## config.mk

```make
export PLATFORM = sky130hd
export DESIGN_NAME = kte_match
export DESIGN_NICKNAME = d
export VERILOG_FILES = /design/src/hdl/kte_pkg.sv /design/src/hdl/kte_match.sv
export SDC_FILE = /design/constraint.sdc
export NUM_CORES = 1
export LEC_CHECK = 0
export BUFFER_PORTS_ARGS = -buffer_cell sky130_fd_sc_hd__buf_4
export CORE_AREA = 2 2 104 106
export DETAILED_ROUTE_END_ITERATION = 8
export DIE_AREA = 0 0 106 108
export SLEW_MARGIN = 20
export SYNTH_ARGS = -nofsm -noshare
export SYNTH_HDL_FRONTEND = slang
export SYNTH_SLANG_ARGS = --single-unit
```

## constraint.sdc

```tcl
create_clock -name vclk -period 1.55
set_input_delay 0.0775 -clock vclk [all_inputs]
set_output_delay 0.0775 -clock vclk [all_outputs]
set_load 0.01 [all_outputs]
```

## src/hdl/kte_pkg.sv

```systemverilog
// kte_pkg: shared types and constants for the keyed table with expiry.
// Used by kte_match and keyed_table_with_ttl_expiry_core; no dependencies.
`default_nettype none

package kte_pkg;

    // default geometry
    localparam int ENTRIES_DEF   = 64;
    localparam int KEY_BYTES_DEF = 8;

    // fixed item field widths
    localparam int OP_W     = 2;
    localparam int KEY_IN_W = 64;
    localparam int LEN_W    = 4;
    localparam int TIME_W   = 32;
    localparam int STATUS_W = 3;
    localparam int SLOT_W   = 6;
    localparam int COUNT_W  = 7;
    localparam int CFG_W    = 8;

    localparam logic [CFG_W-1:0] INTERVAL_RESET = 8'd2;

    // opcodes
    localparam logic [OP_W-1:0] OP_FIND_ADD = 2'd0;
    localparam logic [OP_W-1:0] OP_SET_TTL  = 2'd1;
    localparam logic [OP_W-1:0] OP_REMOVE   = 2'd2;
    localparam logic [OP_W-1:0] OP_SWEEP    = 2'd3;

    // result status codes
    localparam logic [STATUS_W-1:0] ST_HIT   = 3'd0;
    localparam logic [STATUS_W-1:0] ST_MISS  = 3'd1;
    localparam logic [STATUS_W-1:0] ST_ADDED = 3'd2;
    localparam logic [STATUS_W-1:0] ST_FULL  = 3'd3;
    localparam logic [STATUS_W-1:0] ST_SWEPT = 3'd4;

    typedef struct packed {
        logic [OP_W-1:0]     opcode;
        logic [KEY_IN_W-1:0] key;
        logic [LEN_W-1:0]    key_length;
        logic [TIME_W-1:0]   ttl;
        logic [TIME_W-1:0]   now;
    } kte_req_t;

    typedef struct packed {
        logic [STATUS_W-1:0] status;
        logic [SLOT_W-1:0]   slot;
        logic [COUNT_W-1:0]  expired_count;
    } kte_rsp_t;

    // per-entry evaluation from the compare unit
    typedef struct packed {
        logic valid;
        logic hit;
        logic expired;
    } kte_eval_t;

endpackage

`default_nettype wire

```

## src/hdl/kte_match.sv

```systemverilog
// kte_match: compares one stored entry word with the item's key and time.
// Depends on kte_pkg.
`default_nettype none

module kte_match
    import kte_pkg::*;
#(
    parameter int KEY_BYTES = KEY_BYTES_DEF
) (
    input  wire logic [KEY_BYTES*8+LEN_W+TIME_W:0] entry,
    input  wire logic [KEY_BYTES*8-1:0]            key,
    input  wire logic [LEN_W-1:0]                  key_length,
    input  wire logic [TIME_W-1:0]                 now,
    output kte_eval_t                              eval,
    output logic      [KEY_BYTES*8-1:0]            key_masked
);

    localparam int KEY_W   = KEY_BYTES * 8;
    localparam int WORD_W  = 1 + KEY_W + LEN_W + TIME_W;
    localparam int LEN_LO  = TIME_W;
    localparam int KEY_LO  = TIME_W + LEN_W;

    logic [KEY_W-1:0]  e_key;
    logic [LEN_W-1:0]  e_len;
    logic [TIME_W-1:0] e_exp;
    logic [KEY_BYTES-1:0] byte_eq;

    assign e_key = entry[KEY_LO +: KEY_W];
    assign e_len = entry[LEN_LO +: LEN_W];
    assign e_exp = entry[TIME_W-1:0];

    // byte b takes part when it lies below the key length
    always_comb
    begin
        for (int b = 0; b < KEY_BYTES; b++)
        begin
            if (key_length > LEN_W'(b))
            begin
                key_masked[b*8 +: 8] = key[b*8 +: 8];
                byte_eq[b]           = (e_key[b*8 +: 8] == key[b*8 +: 8]);
            end
            else
            begin
                key_masked[b*8 +: 8] = 8'd0;
                byte_eq[b]           = 1'b1;
            end
        end
    end

    assign eval.valid   = entry[WORD_W-1];
    assign eval.hit     = entry[WORD_W-1] && (e_len == key_length) && (&byte_eq);
    assign eval.expired = (e_exp != '0) && (e_exp < now);

endmodule

`default_nettype wire

```

==> report_table.html <==
<table>
<tr><th>Metric</th><th>Value</th></tr>
<tr><th colspan="2">Outcome</th></tr>
<tr><td>Result of the run</td><td>finished with violations</td></tr>
<tr><td>Violated checks</td><td>negative setup slack</td></tr>
<tr><th colspan="2">Route</th></tr>
<tr><td>Via total after detailed routing</td><td>roughly 3100</td></tr>
<tr><td>Post-route DRC violation count</td><td>0</td></tr>
<tr><td>Total routed wirelength</td><td>11100 µm</td></tr>
<tr><td>Routed wire per std cell</td><td>about 15 µm</td></tr>
<tr><td>First-pass iteration count of the detailed router</td><td>4</td></tr>
<tr><td>Number of antenna-violating nets in the routed design</td><td>0</td></tr>
<tr><td>Post-detailed-route via-to-cell ratio</td><td>4.39</td></tr>
<tr><td>Count of routing violations after the opening detailed-route iteration</td><td>80</td></tr>
<tr><th colspan="2">Floorplanning</th></tr>
<tr><td>Chip Width</td><td>~110 µm</td></tr>
<tr><td>Number of placed I/O pins</td><td>268</td></tr>
<tr><td>Floorplan die height</td><td>108 µm</td></tr>
<tr><td>Area of the die</td><td>~11000 µm²</td></tr>
<tr><td>Cell Rows</td><td>37</td></tr>
<tr><td>Starting Density</td><td>20.8%</td></tr>
<tr><td>Area of the core region</td><td>10200 µm²</td></tr>
<tr><th colspan="2">Logic synthesis</th></tr>
<tr><td>Largest cells by area after synthesis</td><td>xor2_1 23%, ha_1 18%, nor2b_1 15%</td></tr>
<tr><td>Cell type contributing the most total cell area after synthesis</td><td>xor2_1</td></tr>
<tr><td>Net count after synthesis</td><td>523</td></tr>
<tr><td>Count of yosys warnings during synthesis</td><td>0</td></tr>
<tr><td>Post-synthesis xor/xnor area fraction</td><td>27.5%</td></tr>
<tr><td>Post-synth top area share</td><td>23.4%</td></tr>
<tr><td>Most frequent cells after synthesis</td><td>57 x xor2_1, 52 x nor2b_1, 31 x ha_1, 31 x inv_1, 23 x nor4_1</td></tr>
<tr><td>Post-synthesis compound-gate area fraction</td><td>12.3%</td></tr>
<tr><td>Sequential-to-total area share from yosys stat</td><td>0%</td></tr>
<tr><td>Post-synthesis share of cell area spent on full adders, half adders and majority gates</td><td>a little under a fifth</td></tr>
<tr><td>Gate count of the mapped netlist</td><td>291</td></tr>
<tr><td>Dominant cell by count in the synthesized netlist</td><td>xor2_1</td></tr>
<tr><td>Dominant combinational cell family by area after synthesis</td><td>simple AND/OR/NAND/NOR gates</td></tr>
<tr><td>Cell variety after synth</td><td>35</td></tr>
<tr><td>Mux contribution to synthesized area</td><td>0%</td></tr>
<tr><td>Area of the mapped netlist</td><td>about 2100 µm²</td></tr>
<tr><td>Syn Area/Cell</td><td>around 7.3 µm²</td></tr>
<tr><td>Area share of and/or/nand/nor cells after synthesis</td><td>roughly 35%</td></tr>
<tr><th colspan="2">Timing</th></tr>
<tr><td># setup viols final</td><td>2</td></tr>
<tr><td>Final hold violations</td><td>0</td></tr>
<tr><td>Final period util</td><td>109%</td></tr>
<tr><td>Final setup margin</td><td>-0.137 ns</td></tr>
<tr><td>Max Clk Rate</td><td>just under 600 MHz</td></tr>
<tr><td>Setup TNS</td><td>-0.238 ns</td></tr>
<tr><td>RSZ-0062 raised after global routing</td><td>true</td></tr>
<tr><td>Total count of max-transition violations in the final report</td><td>0</td></tr>
<tr><td>Slew at the pin closest to its max-slew limit</td><td>about 0.36 ns</td></tr>
<tr><td>Worst rel slew slack</td><td>about 76%</td></tr>
<tr><td>Minimum clock period</td><td>1.69 ns</td></tr>
<tr><th colspan="2">Clocking</th></tr>
<tr><td>Hold buffers post-CTS</td><td>0</td></tr>
<tr><td>Post-CTS repair timing setup buffer count</td><td>0</td></tr>
<tr><th colspan="2">Placed design</th></tr>
<tr><td>Count of buffers from port buffering</td><td>268</td></tr>
<tr><td>HPWL after detailed placement</td><td>roughly 10000 µm</td></tr>
<tr><td>Last weighted congestion value of the routability-driven placer</td><td>slightly below 1</td></tr>
<tr><td>Post-placement setup slack</td><td>-0.354 ns</td></tr>
<tr><th colspan="2">Cells and area</th></tr>
<tr><td>Area of the multi-input gates</td><td>2110 µm²</td></tr>
<tr><td>Fill cell total of the finished layout</td><td>1047</td></tr>
<tr><td>Storage element area</td><td>0 µm²</td></tr>
<tr><td>N_diodes</td><td>0</td></tr>
<tr><td>Clock Buffer Count</td><td>0</td></tr>
<tr><td>Synth-to-Final Area Change</td><td>116%</td></tr>
<tr><td>Fraction of layout instances using a drive strength above 1</td><td>between 50 and 60%</td></tr>
<tr><td>Nets</td><td>about 800</td></tr>
<tr><td>Number of flip-flops and latches</td><td>0</td></tr>
<tr><td>Share of the core filled with cells</td><td>between 40% and 50%</td></tr>
<tr><th colspan="2">Global route</th></tr>
<tr><td>First-pass GRT wire length</td><td>between 15000 and 20000 µm</td></tr>
<tr><td>Initial antenna violation count</td><td>0</td></tr>
<tr><td>Sum of overflow across all layers after global routing</td><td>0</td></tr>
<tr><td>Via count of the first global-routing pass</td><td>between 3000 and 4000</td></tr>
<tr><td>Largest net degree at the start of global routing</td><td>14</td></tr>
<tr><td>Total routing resource utilization after global routing</td><td>18.1%</td></tr>
<tr><th colspan="2">Worst hold path</th></tr>
<tr><td>Type of the tightest min-delay check</td><td>in -&gt; out</td></tr>
<tr><th colspan="2">Critical path</th></tr>
<tr><td>Highest cell delay on the worst timing path</td><td>approximately 0.35 ns</td></tr>
<tr><td>Maximum fanout along the worst path</td><td>2</td></tr>
<tr><td>Critical path's most frequent cell</td><td>buf_4</td></tr>
<tr><td>Critical path class</td><td>in -&gt; out</td></tr>
<tr><td>Critical path required time</td><td>1.47 ns</td></tr>
<tr><td>Setup crit start kind</td><td>input port</td></tr>
<tr><td>WP data arrival</td><td>between 1.5 and 2 ns</td></tr>
<tr><td>Crit path max-delay cell type</td><td>or3_1</td></tr>
<tr><td>List of cells traversed by the critical path</td><td>buf_4 -&gt; ha_1 -&gt; nand2_1 -&gt; or3_1 -&gt; o221ai_2 -&gt; a221oi_2 -&gt; o21ai_1 -&gt; a31oi_2 -&gt; buf_4</td></tr>
<tr><td>Worst setup EP type</td><td>primary output</td></tr>
<tr><th colspan="2">Power and ir drop</th></tr>
<tr><td>Static Leak</td><td>2.44 nW</td></tr>
<tr><td>Largest vdd supply drop</td><td>~150 µV</td></tr>
<tr><td>Power Density</td><td>around 280 nW/µm²</td></tr>
<tr><th colspan="2">Flow run</th></tr>
<tr><td>Max capacitance violation total</td><td>0</td></tr>
</table>
[cells in the final DEF (no fill, tap or decap), types with 2 or more instances in the layout]
cell and instances:
nor2b_1 52, a21o_1 8, ha_4 5, nand2b_1 2, nand4_1 9, nor4_1 19
a21oi_1 10, a31oi_2 2, nand3_1 2, inv_1 29, nand2_1 5, o21ai_1 3
nor3_1 2, buf_6 6, a21oi_2 4, buf_4 285, and2b_1 5, nor2_1 7
xor2_1 56, xnor2_1 10, and2_1 8, ha_1 25, nor4_2 4, a211oi_2 2
[kinds of logic (layout without fill, tap and decap cells)]
logic type	after synthesis	after routing
AND/OR/NAND/NOR	120	120
XOR/XNOR	67	67
buffers and inverters	36	322
AO/OA/AOI/OAI	37	37
adder cells (fa/ha/maj)	31	31
[final cells by class]
type / instances / area share [%]
Inverter: 31 / 2.58
Multi-Input combinational cell: 255 / 45.8
Tap cell: 136 / 3.69
Timing Repair Buffer: 291 / 47.9
[metrics by stage]
step	hold slack [ns]	instances	cell area [µm²]	power, mW
2_1_floorplan	0.247	291	2140	0.465
6_report	0.364	713	4610	1.27
4_1_cts	0.366	713	4520	1.25
5_1_grt	0.374	713	4610	1.39
3_5_place_dp	0.365	713	4450	1.22
3_3_place_gp	0.365	713	4450	1.21
[final timing paths]
kind / start / to / slack [ns] / cells past startpoint
max: entry[5] / eval[0] / -0.14 / 9
min: entry[100] / eval[2] / 0.36 / 2
[where the power goes]
| part | leakage (nW) | internal [mW] | switching, mW |
|---|---|---|---|
| Combinational | 2.44 | 0.747 | 0.521 |
| Sequential | 0 | 0 | 0 |
| Clock | 0 | 0 | 0 |
| Total | 2.44 | 0.747 | 0.521 |
[layer usage]
| metal | track usage [%] | wire length [µm] | up-vias |
|---|---|---|---|
| met5 | 0 | 0 | - |
| met4 | 2.73 | 202 | 0 |
| met3 | 4.28 | 902 | 14 |
| met2 | 36.6 | 6040 | 141 |
| met1 | 19.3 | 3900 | 1404 |
| li1 | - | - | 1569 |
[what timing repair did]
item                       in CTS  in global routing
gates resized for setup        14                 14
pin swaps                      14                 16
setup endpoints to repair       2                  2
[critical path: cells and delay by family]
| kind | cells | cell delay, ns |
|---|---|---|
| buffers and inverters | 2 | 0.27 |
| AND/OR/NAND/NOR | 2 | 0.41 |
| AO/OA/AOI/OAI | 4 | 0.57 |
| adder cells (fa/ha/maj) | 1 | 0.29 |
No activity file was read; power rests on OpenSTA's default activity.
