==> config.mk <==
export PLATFORM = sky130hd
export DESIGN_NAME = kte_ram
export DESIGN_NICKNAME = d
export VERILOG_FILES = /design/src/hdl/kte_ram.sv
export SDC_FILE = /design/constraint.sdc
export NUM_CORES = 1
export LEC_CHECK = 0
export BUFFER_PORTS_ARGS = -buffer_cell sky130_fd_sc_hd__buf_2
export CAP_MARGIN = 0
export CORE_MARGIN = 2
export CORE_UTILIZATION = 35
export CTS_BUF_LIST = sky130_fd_sc_hd__clkbuf_4 sky130_fd_sc_hd__clkbuf_8 sky130_fd_sc_hd__clkbuf_16
export CTS_CLUSTER_DIAMETER = 30
export DETAILED_ROUTE_END_ITERATION = 10
export PLACE_DENSITY_LB_ADDON = 0.05
export SYNTH_ARGS = -nofsm -noshare
export SYNTH_HDL_FRONTEND = slang
export SYNTH_SLANG_ARGS = --single-unit
==> constraint.sdc <==
create_clock -name clk -period 1.8 [get_ports clk]
set_input_delay 0.27 -clock clk [delete_from_list [all_inputs] [get_ports clk]]
set_output_delay 0.27 -clock clk [all_outputs]
set_load 0.005 [all_outputs]
==> src/hdl/kte_ram.sv <==
// kte_ram: generic single-write, single-read RAM with registered read data.
// No dependencies.
`default_nettype none

module kte_ram #(
    parameter int WIDTH = 8,
    parameter int DEPTH = 64
) (
    input  wire logic                     clk,
    input  wire logic                     we,
    input  wire logic [$clog2(DEPTH)-1:0] waddr,
    input  wire logic [WIDTH-1:0]         wdata,
    input  wire logic [$clog2(DEPTH)-1:0] raddr,
    output logic      [WIDTH-1:0]         rdata
);

    logic [WIDTH-1:0] mem [DEPTH];

    always_ff @(posedge clk)
    begin
        if (we)
        begin
            mem[waddr] <= wdata;
        end
        rdata <= mem[raddr];
    end

endmodule

`default_nettype wire

==> results.toml, run 1 <==
[critical_path]
r2r-end = "rdata[1]$_DFF_P_"
crit_top_cell = "mux4_2"
slowest_delay_ns = 0.55
r2r_slack_ns = -0.05
r2r_cells = 5
end_kind = "register"
critPathMaxFanout = 1
crit_arrival_ns = 2.36
startpoint_type = "register"
crit_path_top_delay_cell = "mux4_2"
r2r_start = "mem[15][1]$_DFFE_PP_"
worst-setup-path-type = "reg -> reg"
worstPathCellList = "mux4_2 -> mux4_2 -> nor2_4 -> nor3_2 -> o2bb2ai_1"
crit_required_ns = 2.32

[worst_hold_path]
hold_path_end = "rdata[1]$_DFF_P_"
worstHoldStart = "raddr[5]"
worstHoldPathType = "in -> reg"
whs_path_depth = 3

[floorplan]
dieWidth_um = 244
io_pins = 30
start_util_pct = 35.6
die-height_um = 244
die-area_um2 = 59600
core_area_um2 = 56700
rows = 87

[power_and_ir_drop]
power_switching_mw = 7.25
p_per_area_nw_per_um2 = 1350
clockPowerShare_pct = 58.2
total_power_mw = 35.9
swShare_pct = 20.2
pwr-share-seq_pct = 37.6
p_comb_share_pct = 4.2
vdd_drop_max_v = 0.000836
p_int_mw = 28.6
p_leak_nw = 8.99

[layout]
fillCellCount = 4844
mostFrequentLayoutCells = "edfxtp_1, buf_4, mux4_2, clkbuf_16, nor2_1"
drive_gt1_share_pct = 41.8
fin_nets = 1228
area_delta_synth_final_pct = 31.6
seq_area_um2 = 15500
final_util_pct = 46.8
multi_input_comb_area_um2 = 4460
layout_commonest_cell = "edfxtp_1"

[synthesis]
synth_fp_nets = 962
synth.avg_cell_area_um2 = 21.5
synthCells = 940
syn_area_um2 = 20200
yosysWarnings = 0
ys_ff_latch = 520
yosysSeqAreaShare_pct = 77.0
synthDistinctLibCells = 40

[global_routing]
grt_max_degree = 65
antenna_found_initial = 2
grt-ovfl-total = 0
grt_util_all_layers_pct = 18.0
grt_pass1_wl_um = 76300
grt_pass1_vias = 10900

[routing]
firstDrtPassIters = 4
drc = 0
wl_per_cell_um = 25.5
vias = 10300
drtAntennaViolNets = 0
drtIter0Drc = 727
detail_route.wirelength_um = 52500
viasPerCell = 5.01

[clock_network]
numCtsBuffers = 116
cts.clk_slew.worst_paths_ns = 0.05
cts_hold_buf = 0
htree_levels = 3
root_buffer = "clkbuf_16"
cts_buffer_depth = 3
clock-sinks = 520
clk-insertion-delay-late_ns = 0.63
cts_tree = "yes"

[placed_design]
port_buffers = 29
pre_cts_ws_ns = -0.653
place.gp.congestion = 0.777
dp_hpwl_um = 33300

[sta]
clock_skew_ns = 0.0171
worstMarginPinSlew_ns = 0.756
report.final.slew_viol_count = 0
hold_ws_ns = 0.108
rsz0062_at_grt = "yes"
slew_headroom_pct = 49.6
fin_crit_sh_pct = 103
setup_viol = 4
fmax_ghz = 0.541
final.min_clock_period_ns = 1.85
finalHoldViolCount = 0
fin_setup_tns_ns = -0.0979
setup_ws_ns = -0.0478

[outcome]
status = "finished with violations"
failed_checks = "setup timing"

[job]
cap_violations = 0
## timing repair
item,4_1_cts,5_1_grt
endpoints found under the setup margin,8,8
pin swaps,5,3
setup buffers,0,0
gates cloned,0,0
resized for setup,15,13
## power groups by stage
stage	Combinational [mW]	Sequential (mW)	Clock [mW]
5_1_grt	1.61	13.5	21.9
3_3_place_gp	1.48	13.7	0
2_1_floorplan	0.726	13.7	0
6_report	1.50	13.5	20.9
3_5_place_dp	1.49	13.7	0
4_1_cts	1.52	13.5	21.2
## synthesized netlist by cell type (all sizes together)
cell,n,area share [%]
nor2,83,1.5
o32ai,2,0.087
mux4,126,14
o311ai,1,0.043
nand4b,1,0.043
a211oi,4,0.15
o22ai,8,0.25
or3,1,0.031
o221ai,8,0.35
o21a,2,0.074
clkbuf,17,0.32
o2111ai,3,0.13
nor3,7,0.17
o41ai,2,0.087
o21ai,4,0.099
a21oi,3,0.074
and2,1,0.031
mux2,13,0.73
a2111oi,2,0.087
nand3b,3,0.11
buf,34,1.3
dfxtp,8,0.79
nand2b,7,0.22
nand2,19,0.35
a22oi,3,0.11
nand3,13,0.32
o221a,2,0.11
a31oi,1,0.031
nor2b,14,0.43
mux2i,23,1.1
nand4,2,0.062
a221oi,6,0.26
nor4,2,0.062
o2bb2ai,3,0.13
edfxtp,512,76
## metrics by stage
step | instance area (µm²) | instances
finish | 26500 | 2058
global route | 26500 | 2057
CTS | 26500 | 2057
detailed placement | 22400 | 1846
global placement | 22400 | 1846
floorplan | 20200 | 940
## sequential cells by signal, summed over array words and instances, names as in the netlist
register / flops
mem: 512
rdata: 8
## area by class of cell
cell class | count | area share [%]
clock buffers | 135 | 11.8
clock inverters | 78 | 3.05
diodes | 1 | 0.00943
repair buffers | 199 | 6.17
well taps | 756 | 3.57
flip-flops and latches | 520 | 58.6
multi-input cells | 369 | 16.8
## how the worst max path moves through the flow
| stage | cells past startpoint | startpoint | slack [ns] | end |
|---|---|---|---|---|
| after CTS | 5 | mem[14][0]$_DFFE_PP_ | -0.06 | rdata[0]$_DFF_P_ |
| final | 5 | mem[15][1]$_DFFE_PP_ | -0.05 | rdata[1]$_DFF_P_ |
| after detailed placement | 7 | raddr[0] | -0.65 | rdata[4]$_DFF_P_ |
| after global routing | 5 | mem[29][4]$_DFFE_PP_ | -0.1 | rdata[4]$_DFF_P_ |
| after floorplan | 7 | raddr[0] | -0.02 | rdata[7]$_DFF_P_ |
| after global placement | 7 | raddr[0] | -0.66 | rdata[4]$_DFF_P_ |
## critical path, delay by kind of cell (launching register included)
kind               cells  cell delay, ns
muxes                  2            1.08
DFF                    1            0.36
and+or+nand+nor        2            0.16
AOI/OAI and AO/OA      1            0.13
## per-layer routing
| metal | track usage, % | vias up | wire [µm] |
|---|---|---|---|
| met5 | 0 | - | 0 |
| met4 | 5.70 | 0 | 928 |
| met3 | 3.81 | 60 | 2440 |
| met2 | 28.1 | 241 | 24800 |
| met1 | 25.2 | 5484 | 24400 |
| li1 | - | 4523 | - |
## logic make-up after synthesis
| kind of cell | Yosys count | synth area share [%] |
|---|---|---|
| and+or+nand+nor | 153 | 3.39 |
| DFF | 520 | 77.0 |
| buffers and inverters | 51 | 1.57 |
| AOI/OAI and AO/OA | 54 | 2.07 |
| muxes | 162 | 15.9 |
Note: power is estimated with default switching activity, not from simulation.
==> inputs of run 2 (changes only) <==
--- a/config.mk
+++ b/config.mk
@@ -12,6 +12,7 @@
 export CTS_BUF_LIST = sky130_fd_sc_hd__clkbuf_4 sky130_fd_sc_hd__clkbuf_8 sky130_fd_sc_hd__clkbuf_16
 export CTS_CLUSTER_DIAMETER = 30
 export DETAILED_ROUTE_END_ITERATION = 10
+export HOLD_SLACK_MARGIN = 0.15
 export PLACE_DENSITY_LB_ADDON = 0.05
 export SYNTH_ARGS = -nofsm -noshare
 export SYNTH_HDL_FRONTEND = slang
==> results.toml, run 2 (synthesis results as in run 1) <==
[outcome]
status = "finished with violations"
failed_checks = "setup timing"

[critical_path]
crit_required_ns = 2.32
slowest_delay_ns = 0.54
crit_start = "mem[15][1]$_DFFE_PP_"
worst-setup-path-type = "reg -> reg"
startpoint_type = "register"
r2r_start = "mem[15][1]$_DFFE_PP_"
crit_buf_inv = 0
crit_arrival_ns = 2.37
end_kind = "register"
critPathTopFamily = "multiplexers"
crit_top_cell = "mux4_2"
critPathMaxFanout = 1
crit_path_top_delay_cell = "mux4_2"
worstPathCellList = "mux4_2 -> mux4_2 -> nor2_2 -> nor3_2 -> o2bb2ai_1"

[layout]
layout_commonest_cell = "edfxtp_1"
drive_gt1_share_pct = 41.6
largest_reg_flops = 512
fillCellCount = 4840
fin_nets = 1234
registers.top_by_ff_count = "mem"
area_delta_synth_final_pct = 31.8
mostFrequentLayoutCells = "edfxtp_1, buf_4, mux4_2, clkbuf_16, nor2_1"
reg_top3 = "mem (512), rdata (8)"

[sta]
clock_skew_ns = 0.0173
setup_ws_ns = -0.0540
hold_ws_ns = 0.218
final.min_clock_period_ns = 1.85
setup_viol = 4
worstMarginPinSlew_ns = 0.753
fin_crit_sh_pct = 103
report.final.slew_viol_count = 0
finalHoldViolCount = 0
slew_headroom_pct = 49.8
rsz0062_at_grt = "yes"
fmax_ghz = 0.539

[clock_network]
cts_buffer_depth = 3
clk-insertion-delay-late_ns = 0.63
numCtsBuffers = 116
clock-sinks = 520
root_buffer = "clkbuf_16"
htree_levels = 3
cts_tree = "yes"
cts.clk_slew.worst_paths_ns = 0.05

[routing]
drc = 0
firstDrtPassIters = 5
detail_route.wirelength_um = 52400
met1_length_um = 24100
route.met3.wl_um = 2570
vias = 10300
viasPerCell = 4.98
top_layer_used = "met4"
wl_per_cell_um = 25.4
wl_met2_um = 24800
drtIter0Drc = 744
drtAntennaViolNets = 0

[floorplan]
die-height_um = 244
die-area_um2 = 59600
rows = 87
start_util_pct = 35.6
core_area_um2 = 56700
dieWidth_um = 244
io_pins = 30

[global_routing]
grt_pass1_wl_um = 76500
grt_pass1_vias = 11000
grt_util_all_layers_pct = 18.0
antenna_found_initial = 2
grt-ovfl-total = 0
grt_max_degree = 65

[power_and_ir_drop]
vdd_drop_max_v = 0.000836
p_leak_nw = 9.01
p_per_area_nw_per_um2 = 1350
total_power_mw = 35.9

[worst_hold_path]
worstHoldPathType = "in -> reg"
worstHoldStart = "wdata[1]"

[placed_design]
place.gp.congestion = 0.777
dp_hpwl_um = 33300
port_buffers = 29

[job]
cap_violations = 0
==> run 2: cell types whose count changed in the layout (fill, tap and decap cells not counted) <==
cell | before | now
dlygate4sd3_1 | 0 | 6
nor2_2 | 2 | 3
nor2_4 | 1 | 0
==> run 2: worst register-to-register path: stages, from the launching register on <==
cell and delay [ns]:
edfxtp_1 0.36, mux4_2 0.53, mux4_2 0.54, nor2_2 0.14, nor3_2 0.06, o2bb2ai_1 0.12
==> run 2: power by group <==
group          total, mW  switching, mW  leakage (nW)  internal [mW]
combinational       1.51          0.859          2.40          0.647
sequential          13.5         0.0536          4.67           13.4
clock               20.9           6.33          1.94           14.5
==> run 2: path summary, 6_finish.rpt <==
kind / depth (start not counted) / slack [ns] / end
min reg2reg: 3 / 0.83 / rdata[4]$_DFF_P_
max: 5 / -0.05 / rdata[1]$_DFF_P_
min: 1 / 0.22 / mem[15][1]$_DFFE_PP_
max reg2reg: 5 / -0.05 / rdata[1]$_DFF_P_
==> run 2: stage by stage <==
step	worst slack (ns)	util (%)	setup TNS, ns	area [µm²]	cells
floorplan	-0.0185	-	-0.0451	20200	940
global placement	-0.661	39.6	-5.17	22400	1846
detailed placement	-0.653	39.6	-5.33	22400	1846
CTS	-0.0560	46.8	-0.196	26500	2062
global route	-0.0988	46.9	-0.334	26600	2063
finish	-0.0540	46.9	-0.102	26600	2064
==> run 2: what timing repair did <==
action,CTS,global route
hold buffers,5,1
resized for setup,15,12
setup buffers,0,0
pin swaps,5,3
setup endpoints to repair,8,8
gates cloned,0,0
hold endpoints to repair,40,3
==> run 2: routing by layer <==
layer | track usage [%] | vias to the layer above
met3 | 3.97 | 60
met2 | 28.1 | 238
met4 | 5.70 | 0
li1 | - | 4537
met5 | 0 | -
met1 | 25.2 | 5447
==> run 2: cell type report <==
class                   count  area [µm²]  share of cell area [%]
diodes                      1        2.50                 0.00941
multi-input cells         369        4460                    16.8
flip-flops and latches    520       15500                    58.4
clock inverters            78         810                    3.04
clock buffers             135        3140                    11.8
repair buffers            205        1700                    6.38
well taps                 756         946                    3.56
==> inputs of run 3 (changes only) <==
--- a/config.mk
+++ b/config.mk
@@ -5,6 +5,7 @@
 export SDC_FILE = /design/constraint.sdc
 export NUM_CORES = 1
 export LEC_CHECK = 0
+export ABC_AREA = 1
 export BUFFER_PORTS_ARGS = -buffer_cell sky130_fd_sc_hd__buf_2
 export CAP_MARGIN = 0
 export CORE_MARGIN = 2
==> results.toml, run 3 <==
[outcome]
status = "finished clean"

[synthesis]
yosysMostFrequentCell = "nand2_1"
synthArstFlopShare_pct = 0
yosys.area_share.simple_pct = 23.2
synth_top_family_by_area = "simple AND/OR/NAND/NOR gates"
yosysSeqAreaShare_pct = 72.8
synth_common_cells = "nand2_1, edfxtp_1, nand3_1, nor2_1, buf_2"
synth-main-ff-cell = "edfxtp_1"
synthDistinctLibCells = 16
synth_largest_area_cell = "edfxtp_1"
synthMuxAreaShare_pct = 0
synth-edff-count = 512
ys_ff_latch = 520
synth.avg_cell_area_um2 = 11.8
syn_area_um2 = 21300
synthCells = 1805
synth_top_cell_area_share_pct = 72.0
synth_fp_nets = 1827
synthAdderAreaFrac_pct = 0
yosysWarnings = 0
synthTopCellsByArea = "edfxtp_1, nand2_1, nand3_1, buf_6, nor2_1"
synth_compound_area_share_pct = 0
yosys.area_share.xor_xnor_pct = 0

[critical_path]
slowest_delay_ns = 0.45
r2r_slack_ns = 0.32
startpoint_type = "register"
crit_required_ns = 1.53
worstPathCellList = "buf_2"
crit_path_top_delay_cell = "dfxtp_1"
crit_buf_inv = 1
r2r_start = "mem[52][5]$_DFFE_PP_"
end_kind = "output port"
critPathMaxFanout = 1
critPathTopFamily = "flip-flops"
r2r_cells = 8
worst-setup-path-type = "reg -> out"
crit_arrival_ns = 1.31
r2r-end = "rdata[5]$_DFF_P_"

[worst_hold_path]
worstHoldStart = "waddr[4]"
worstHoldPathType = "in -> reg"
hold_path_end = "mem[4][7]$_DFFE_PP_"
whs_path_depth = 4

[power_and_ir_drop]
p_per_area_nw_per_um2 = 1390
total_power_mw = 38.9
vdd_drop_max_v = 0.000971
p_leak_nw = 10.6

[sta]
fmax_ghz = 0.633
slew_headroom_pct = 67.1
finalHoldViolCount = 0
setup_viol = 0
final.min_clock_period_ns = 1.58
worstMarginPinSlew_ns = 0.492
report.final.slew_viol_count = 0
fin_crit_sh_pct = 87.8
clock_skew_ns = 0.0232
rsz0062_at_grt = "no"

[routing]
vias = 14600
wl_per_cell_um = 22.2
drc = 0
viasPerCell = 4.99
firstDrtPassIters = 5
drtAntennaViolNets = 0
detail_route.wirelength_um = 64900
drtIter0Drc = 1098

[floorplan]
die-area_um2 = 63000
rows = 90
io_pins = 30
dieWidth_um = 251
start_util_pct = 35.4
core_area_um2 = 60400
die-height_um = 251

[layout]
multi_input_comb_area_um2 = 4950
area_delta_synth_final_pct = 30.9
fillCellCount = 5571
registers.top_by_ff_count = "mem"
largest_reg_flops = 512
final_util_pct = 46.3
seq_area_um2 = 15500
layout_commonest_cell = "nand2_1"
mostFrequentLayoutCells = "nand2_1, edfxtp_1, nand3_1, buf_4, clkbuf_16"
fin_nets = 2055
diodes = 0
reg_top3 = "mem (512), rdata (8)"
drive_gt1_share_pct = 19.8

[job]
cap_violations = 0

[clock_network]
post-cts-setup-buffers = 0
clock-sinks = 520
htree_levels = 4
clk-insertion-delay-late_ns = 0.69
cts_buffer_depth = 3
cts.clk_slew.worst_paths_ns = 0.04
root_buffer = "clkbuf_16"
numCtsBuffers = 132
cts_tree = "yes"

[global_routing]
grt_util_all_layers_pct = 21.0
grt_pass1_vias = 14900
grt_max_degree = 65
grt-ovfl-total = 0
antenna_found_initial = 1
grt_pass1_wl_um = 97200

[placed_design]
port_buffers = 29
dp_hpwl_um = 38600
place.gp.congestion = 0.788
==> run 3: timing repair <==
| action | 4_1_cts | 5_1_grt |
|---|---|---|
| hold buffers | 10 | 0 |
| gates resized for setup | 0 | 0 |
| endpoints found under the hold margin | 421 | 0 |
==> run 3: cell families (layout without fill, tap and decap cells) <==
group         Yosys count  count (layout)
buf+inv               125             461
simple gates         1160            1160
flops                 520             520
==> run 3: area by class of cell <==
cell class / count / area share [%]
clock buffer: 159 / 12.9
sequential: 520 / 55.6
tap: 782 / 3.50
timing repair buffer: 207 / 6.86
multi-input combinational: 1160 / 17.7
clock inverter: 83 / 3.26
inverter: 12 / 0.197
==> run 3: metal layers <==
metal / routed length, µm / GRT usage (%)
met5: 16 / 0
met4: 1200 / 6.84
met1: 30600 / 29.8
met2: 29600 / 32.4
met3: 3460 / 4.43
==> run 3: how the worst max path moves through the flow <==
stage	startpoint	to	slack, ns	depth (start not counted)
after floorplan	we	mem[48][0]$_DFFE_PP_	-0.24	3
after global placement	raddr[1]	rdata[5]$_DFF_P_	-0.22	11
after detailed placement	raddr[1]	rdata[5]$_DFF_P_	-0.21	11
after CTS	rdata[7]$_DFF_P_	rdata[7]	0.15	1
after global routing	rdata[7]$_DFF_P_	rdata[7]	0.17	1
final	rdata[7]$_DFF_P_	rdata[7]	0.22	1
==> run 3: power breakdown <==
group	switching, mW	total (mW)	internal (mW)	leakage, nW
Sequential	0.0429	13.5	13.5	4.67
Combinational	1.29	1.87	0.573	3.73
Clock	7.08	23.5	16.4	2.21
Total	8.42	38.9	30.5	10.6
==> run 3: per-stage QoR <==
| step | TNS, ns | cell area, µm² | setup WS, ns | hold WS [ns] | cells |
|---|---|---|---|---|---|
| 6_report | 0 | 27900 | 0.220 | 0.217 | 2923 |
| 5_1_grt | 0 | 27900 | 0.167 | 0.200 | 2923 |
| 4_1_cts | 0 | 27900 | 0.155 | 0.160 | 2923 |
| 3_5_place_dp | -0.721 | 23300 | -0.205 | 0.684 | 2671 |
| 3_3_place_gp | -0.767 | 23300 | -0.215 | 0.691 | 2671 |
| 2_1_floorplan | -15.11 | 21300 | -0.236 | 0.369 | 1805 |
